--- config.mk ---
export PLATFORM = sky130hd
export DESIGN_NAME = ntc_ctrl
export DESIGN_NICKNAME = d
export VERILOG_FILES = /design/src/hdl/ntc_pkg.sv /design/src/hdl/ntc_ctrl.sv
export SDC_FILE = /design/constraint.sdc
export NUM_CORES = 1
export LEC_CHECK = 0
export ABC_AREA = 1
export BUFFER_PORTS_ARGS = -buffer_cell sky130_fd_sc_hd__buf_2
export CAP_MARGIN = 10
export CELL_PAD_IN_SITES_DETAIL_PLACEMENT = 0
export CELL_PAD_IN_SITES_GLOBAL_PLACEMENT = 1
export CORE_MARGIN = 2
export CORE_UTILIZATION = 28
export DETAILED_ROUTE_END_ITERATION = 6
export PLACE_DENSITY = 0.78
export SLEW_MARGIN = 10
export SYNTH_ARGS = -nofsm -noshare
export SYNTH_HDL_FRONTEND = slang
export SYNTH_SLANG_ARGS = --single-unit
--- constraint.sdc ---
create_clock -name clk -period 1.4 [get_ports clk]
set_input_delay 0.14 -clock clk [delete_from_list [all_inputs] [get_ports clk]]
set_output_delay 0.14 -clock clk [all_outputs]
set_load 0.03 [all_outputs]
--- src/hdl/ntc_pkg.sv ---
// ----------------------------------------------------------------------------
// ntc_pkg: shared types, constants and table
// Resistance table, controller states and the command/status structs.
// ----------------------------------------------------------------------------
package ntc_pkg;

  localparam int CHANNELS      = 3;
  localparam int WINDOW        = 10;
  localparam int TABLE_ENTRIES = 196;
  localparam int ADC_BITS      = 12;

  localparam int CH_W   = 2;
  localparam int WIN_W  = 4;
  localparam int TIDX_W = 8;
  localparam int MEM_W  = 5;
  localparam int MEM_DEPTH = CHANNELS * WINDOW;

  localparam logic [31:0] R_MAX = 32'hFFFF_FFFF;
  localparam logic [15:0] T_OPEN  = 16'h8000;
  localparam logic [15:0] T_SHORT = 16'h7FFF;
  localparam int T_TOP = 15500;

  localparam logic [2:0] REG_PULLUP   = 3'd0;
  localparam logic [2:0] REG_IMPED    = 3'd1;
  localparam logic [2:0] REG_SHORT    = 3'd2;
  localparam logic [2:0] REG_OPEN     = 3'd3;
  localparam logic [2:0] REG_DEBOUNCE = 3'd4;
  localparam logic [2:0] REG_WARMUP   = 3'd5;

  typedef enum logic [3:0] {
    S_IDLE, S_WRITE, S_LOAD, S_LOADW, S_SORT, S_MED, S_DIV1, S_DIV2,
    S_MUL, S_DIV3, S_SRCH, S_INTERP, S_DIV4, S_FLAGS, S_OUT
  } state_t;

  typedef struct packed {
    logic start;      // capture input item
    logic mem_wr;     // write sample into window
    logic load_rd;    // issue window read
    logic load_cap;   // capture read data into sort buffer
    logic sort_step;  // one odd/even transposition pass
    logic median;
    logic div_start;
    logic [1:0] div_sel;
    logic div_cap;
    logic mul;
    logic srch_step;
    logic interp;
    logic flags;
    logic out_load;
  } cmd_t;

  typedef struct packed {
    logic load_done;
    logic sort_done;
    logic div_busy;
    logic srch_done;
  } sts_t;

  function automatic logic [31:0] r_table(input logic [TIDX_W-1:0] i);
    logic [31:0] t [0:TABLE_ENTRIES-1];
    t = '{
      1615, 1653, 1692, 1731, 1772, 1814, 1857, 1901, 1947, 1993,
      2042, 2091, 2142, 2195, 2248, 2304, 2361, 2420, 2481, 2543,
      2607, 2674, 2742, 2812, 2884, 2959, 3036, 3115, 3197, 3281,
      3368, 3457, 3549, 3645, 3743, 3844, 3949, 4057, 4168, 4283,
      4402, 4525, 4651, 4782, 4917, 5057, 5201, 5350, 5504, 5664,
      5828, 5999, 6175, 6357, 6546, 6741, 6943, 7152, 7369, 7593,
      7825, 8065, 8314, 8572, 8839, 9116, 9403, 9700, 10009, 10329,
      10661, 11006, 11363, 11734, 12119, 12518, 12933, 13364, 13811, 14276,
      14759, 15261, 15783, 16326, 16890, 17477, 18087, 18722, 19383, 20070,
      20787, 21532, 22309, 23118, 23960, 24838, 25753, 26708, 27703, 28740,
      29823, 30952, 32130, 33361, 34646, 35987, 37388, 38852, 40382, 41981,
      43653, 45401, 47229, 49142, 51144, 53239, 55432, 57729, 60135, 62656,
      65297, 68066, 70970, 74014, 77208, 80560, 84077, 87770, 91647, 95720,
      100000, 104498, 109225, 114197, 119426, 124928, 130717, 136812, 143230, 149990,
      157113, 164619, 172533, 180878, 189680, 198969, 208773, 219125, 230057, 241607,
      253814, 266718, 280364, 294799, 310073, 326242, 343363, 361498, 380714, 401082,
      422679, 445586, 469891, 495690, 523084, 552181, 583099, 615964, 650911, 688086,
      727646, 769760, 814609, 862390, 913315, 967611, 1025525, 1087322, 1153290, 1223737,
      1299000, 1379441, 1465451, 1557456, 1655915, 1761325, 1874227, 1995206, 2124897,
      2263988, 2413229, 2573431, 2745480, 2930336, 3129044, 3342744
    };
    if (i < TIDX_W'(TABLE_ENTRIES)) r_table = t[i];
    else r_table = t[TABLE_ENTRIES-1];
  endfunction

endpackage

--- src/hdl/ntc_ctrl.sv ---
// ----------------------------------------------------------------------------
// ntc_ctrl: sequencing state machine
// Steps one sample through window, sort, divisions, search and flags.
// ----------------------------------------------------------------------------
module ntc_ctrl (
  input  logic          clk,
  input  logic          rst,
  input  logic          in_fire,
  input  logic          out_free,
  input  ntc_pkg::sts_t sts,
  output ntc_pkg::cmd_t cmd,
  output logic          busy,
  output logic          out_set
);
  import ntc_pkg::*;

  state_t state, state_next;
  logic [1:0] dsel, dsel_next;
  logic dwait, dwait_next;

  always_ff @(posedge clk) begin
    if (rst) begin
      state <= S_IDLE;
      dsel  <= '0;
      dwait <= 1'b0;
    end else begin
      state <= state_next;
      dsel  <= dsel_next;
      dwait <= dwait_next;
    end
  end

  always_comb begin
    state_next = state;
    dsel_next = dsel;
    dwait_next = dwait;
    cmd = '0;
    cmd.div_sel = dsel;
    out_set = 1'b0;
    busy = (state != S_IDLE);
    unique case (state)
      S_IDLE: if (in_fire) begin
        cmd.start = 1'b1;
        state_next = S_WRITE;
      end
      S_WRITE: begin cmd.mem_wr = 1'b1; state_next = S_LOAD; end
      S_LOAD: begin cmd.load_rd = 1'b1; state_next = S_LOADW; end
      S_LOADW: begin
        if (sts.load_done) state_next = S_SORT;
        else begin cmd.load_cap = 1'b1; cmd.load_rd = 1'b1; end
      end
      S_SORT: begin
        if (sts.sort_done) state_next = S_MED;
        else cmd.sort_step = 1'b1;
      end
      S_MED: begin
        cmd.median = 1'b1;
        dsel_next = 2'd0;
        dwait_next = 1'b0;
        state_next = S_DIV1;
      end
      S_DIV1, S_DIV2, S_DIV3, S_DIV4: begin
        if (!dwait) begin
          cmd.div_start = 1'b1;
          dwait_next = 1'b1;
        end else if (!sts.div_busy) begin
          cmd.div_cap = 1'b1;
          dwait_next = 1'b0;
          dsel_next = dsel + 2'd1;
          unique case (state)
            S_DIV1:  state_next = S_DIV2;
            S_DIV2:  state_next = S_MUL;
            S_DIV3:  state_next = S_SRCH;
            default: state_next = S_FLAGS;
          endcase
        end
      end
      S_MUL: begin cmd.mul = 1'b1; state_next = S_DIV3; end
      S_SRCH: begin
        if (sts.srch_done) state_next = S_INTERP;
        else cmd.srch_step = 1'b1;
      end
      S_INTERP: begin cmd.interp = 1'b1; state_next = S_DIV4; end
      S_FLAGS: begin cmd.flags = 1'b1; state_next = S_OUT; end
      S_OUT: if (out_free) begin
        cmd.out_load = 1'b1;
        out_set = 1'b1;
        state_next = S_IDLE;
      end
      default: state_next = S_IDLE;
    endcase
  end

endmodule

Word-level counts from Yosys, hierarchy flattened --
Index checks and enable logic that the tools add are counted. Widths: inputs -> output; s select.
Word-level totals: flip-flop bits (word level) 7, bits in latches 0, memory bits (writable) 0, ROM bits 0, bits of input ports 8, output and inout port bits 17, logic and storage cells 67, memories 0
Cells by class: $add $sub $neg 1, multiply operators 0, div/mod/pow operators 0, magnitude comparators 0, eq/ne operators 21, shifts and indexed selects 0, multiplexer cells 36, bitwise gates (word level) 0, reduce and logical (&&, ||, !) cells 6
Operators by type and width (number):
- $pmux 4 s12 | 1
- $eq 4x4->1 const B | 7
- $mux 4 | 7
- $mux 1 | 21
- $eq 4x3->1 const B | 4
- $ne 2x2->1 const B | 7
- $pmux 4 s3 | 1
- $eq 4x2->1 const B | 2
- $reduce_and 7->1 | 1
- $mux 2 | 3
- $eq 4x1->1 const B | 1
- $logic_not 4->1 | 1
- $pmux 1 s2 | 2
- $pmux 2 s2 | 1
- $reduce_bool 4->1 | 1
- $reduce_or 4->1 | 1
- $reduce_and 3->1 | 1
- $add 2x1->2 const B | 1
- $reduce_bool 2->1 | 1

Longest topological paths before layout --
depth in word-level cells 5, gate-level depth with buffers 11, depth with buffers taken out 11

Worst setup path before layout --
Ideal clock, no wire load.
path type reg2out, start reg state[2], end out cmd[0] (netlist name), data arrival time 1568 ps, data required time 1260 ps, path slack -308 ps, cell stages (with the launch flop) 4, path buffers 1, path through dfxtp_1 -> nand2_1 -> nor3_1 -> buf_4
On the way: longest elaborated chain between the ends 2
Ends and longest elaborated chain:
- start: declaration | RTL line ntc_ctrl.sv:17 | state_t state, state_next;
- start signal: assignment | RTL line ntc_ctrl.sv:27 | state <= state_next;
- $eq 4x4->1
- $mux 1
- end: declaration | RTL line ntc_ctrl.sv:11 | output ntc_pkg::cmd_t cmd,
No other way between the ends.

==> impl_metrics.ini <==
[synthesis]
synth_area_um2 = 565.5
synth_top_family_by_area = simple AND/OR/NAND/NOR gates
synth_area_per_cell_um2 = 5.491
seq_area_frac_synth_pct = 24.78
synthesis.nets = 111
synth_xor_area_share_pct = 1.549
synth_cells = 103
synth_compound_area_share_pct = 11.50
synth_adder_area_share_pct = 0
yosys.area_share.simple_pct = 46.90
synthMuxAreaShare_pct = 0
yosysWarnings = 0
yosys.cell_types.count = 16
synth_seq_cells = 7

[placement]
io_buffer_count = 24
place_hpwl_mm = 1.283
gp_congestion = 0.8506
dp.cells = 168
postPlaceCellArea_um2 = 832.0

[cells_and_area]
final_common_cell = buf_4
nets = 159
antenna_cells = 0
area_delta_synth_final_pct = 96.02
fill_cells = 204
instances_no_fill = 177
drive_gt1_share_pct = 58.00
final_cell_mix = buf_4 (21), nand2_1 (15), inv_1 (15)
utilization_pct = 57.09
final_area_um2 = 1109

[routing]
dr.first_iter.drc_count = 14
wl_per_cell_um = 11.25
routed_wl_mm = 1.991
vias = 788
ant_nets = 0
firstDrtPassIters = 2
drc_errors = 0
viasPerCell = 4.452

[clocking]
cts_buffers = 3
clk_latency_ps = 260
cts_tree = done
path_clk_slew_ps = 60
cts-root-buf = clkbuf_4
clockBufferDepth = 2
cts-htree-levels = 1
hold_buffers = 0
clock-sinks = 7

[timing]
tightest_slew_ps = 296.8
setup_viol = 8
fin_skew_ps = 6.291
setup_ws_ps = -39.29
hold_violations = 0
min_period_ps = 1439
timing.hold.ws_ps = 107.9
rsz0062_at_grt = yes
drv_slew = 0
period_share_pct = 102.8
fmax_ghz = 0.6948
slew-limit-headroom_pct = 80.00

[floorplanning]
coreArea_um2 = 1942
die-area_um2 = 2395
boundaryPins = 25
dieHeight_um = 48.94
die_w_um = 48.94
initial_core_util_pct = 29.12
num_rows = 16

[critical_path]
critPathArrivalTime_ps = 1300
start_kind = register
worstPathRequired_ps = 1260
crit_type = reg2out
critPathMaxFanout = 5
endpoint_kind = primary output
r2r_slack_ps = 20

[run_status]
violations = negative setup slack
outcome = complete, but fails checks

[grt]
grt.total_usage_pct = 15.05
grt_antenna_before_repair = 0
grt_pass1_wl_mm = 2.822
gr-total-overflow = 0
grt_max_degree = 8
grt_pass1_vias = 710

[pwr]
finalPower_w = 0.0009692
cellPowerDensity_nw_per_um2 = 874.3
p_leak_nw = 0.5861
max-vdd-ir-drop_mv = 0.6279

[min_path]
hp-class = in2reg

[job]
cap_violations = 0
power by group:
group          total (W)  switching (W)  leakage [nW]  internal (W)
combinational   0.000523       0.000302         0.511      0.000221
sequential      0.000257      0.0000376        0.0597      0.000219
clock           0.000190      0.0000807        0.0150      0.000109
total           0.000969       0.000420         0.586      0.000549
critical path, stage by stage (launching register included):
cell and delay, ps:
dfxtp_4 380, buf_6 120, nand2_8 60, nor2_2 110, nand2_2 80, buf_4 140, inv_2 40, buf_6 120
cell type report:
cell class              count  area (um^2)  share of cell area (%)
well taps                  27        33.78                   3.047
clock buffers               4        26.28                   2.370
repair buffers             44        340.3                   30.70
multi-input cells          74        469.2                   42.33
inverters                  21        83.83                   7.562
flip-flops and latches      7        155.1                   14.00
flip-flops by register name (all words and copies together), names as in the netlist:
| register | cells |
|---|---|
| dwait | 1 |
| state | 4 |
| dsel | 2 |
synthesized netlist by cell type, drive strengths merged:
cell	n	area, um^2
dfxtp	7	140.1
nand3	9	45.04
nand2	27	116.4
inv	21	78.83
buf	1	7.510
a21oi	6	30.03
nor2	23	93.84
o22ai	1	6.260
xor2	1	8.760
o21ai	4	20.01
nor3	2	10.01
o2111ai	1	8.760
path summary, 6_finish.rpt:
check	startpoint	to	cells past startpoint
worst min register to register	dsel[1]	dsel[1]	2
worst max-delay path	state[2]	cmd[10]	7
worst max register to register	state[1]	state[2]	10
worst min-delay path	rst	dsel[1]	2
metal layers:
metal	global-route usage (%)	up-vias	wire length, um
li1	-	410	-
met4	5.238	0	0
met1	18.23	357	819
met2	24.20	21	1075
met3	5.828	0	96
met5	0	-	0
stage by stage:
| stage | TNS [ps] | setup slack [ps] |
|---|---|---|
| final | -185.9 | -39.29 |
| after global routing | -1352 | -153.3 |
| after CTS | -198.9 | -46.48 |
| after detailed placement | -51.96 | -17.31 |
| after global placement | -51.97 | -28.79 |
| after floorplan | -40.03 | -17.31 |
cell families after synthesis:
logic type / after synthesis
and+or+nand+nor: 61
AOI/OAI and AO/OA: 12
buffers and inverters: 22
xor gates and xnor gates: 1
DFF: 7
what timing repair did:
item	4_1_cts	5_1_grt
setup buffers	5	0
endpoints found under the setup margin	16	18
gates resized for setup	31	45
pin swaps	9	9
Power figures use the tool's default switching activity.
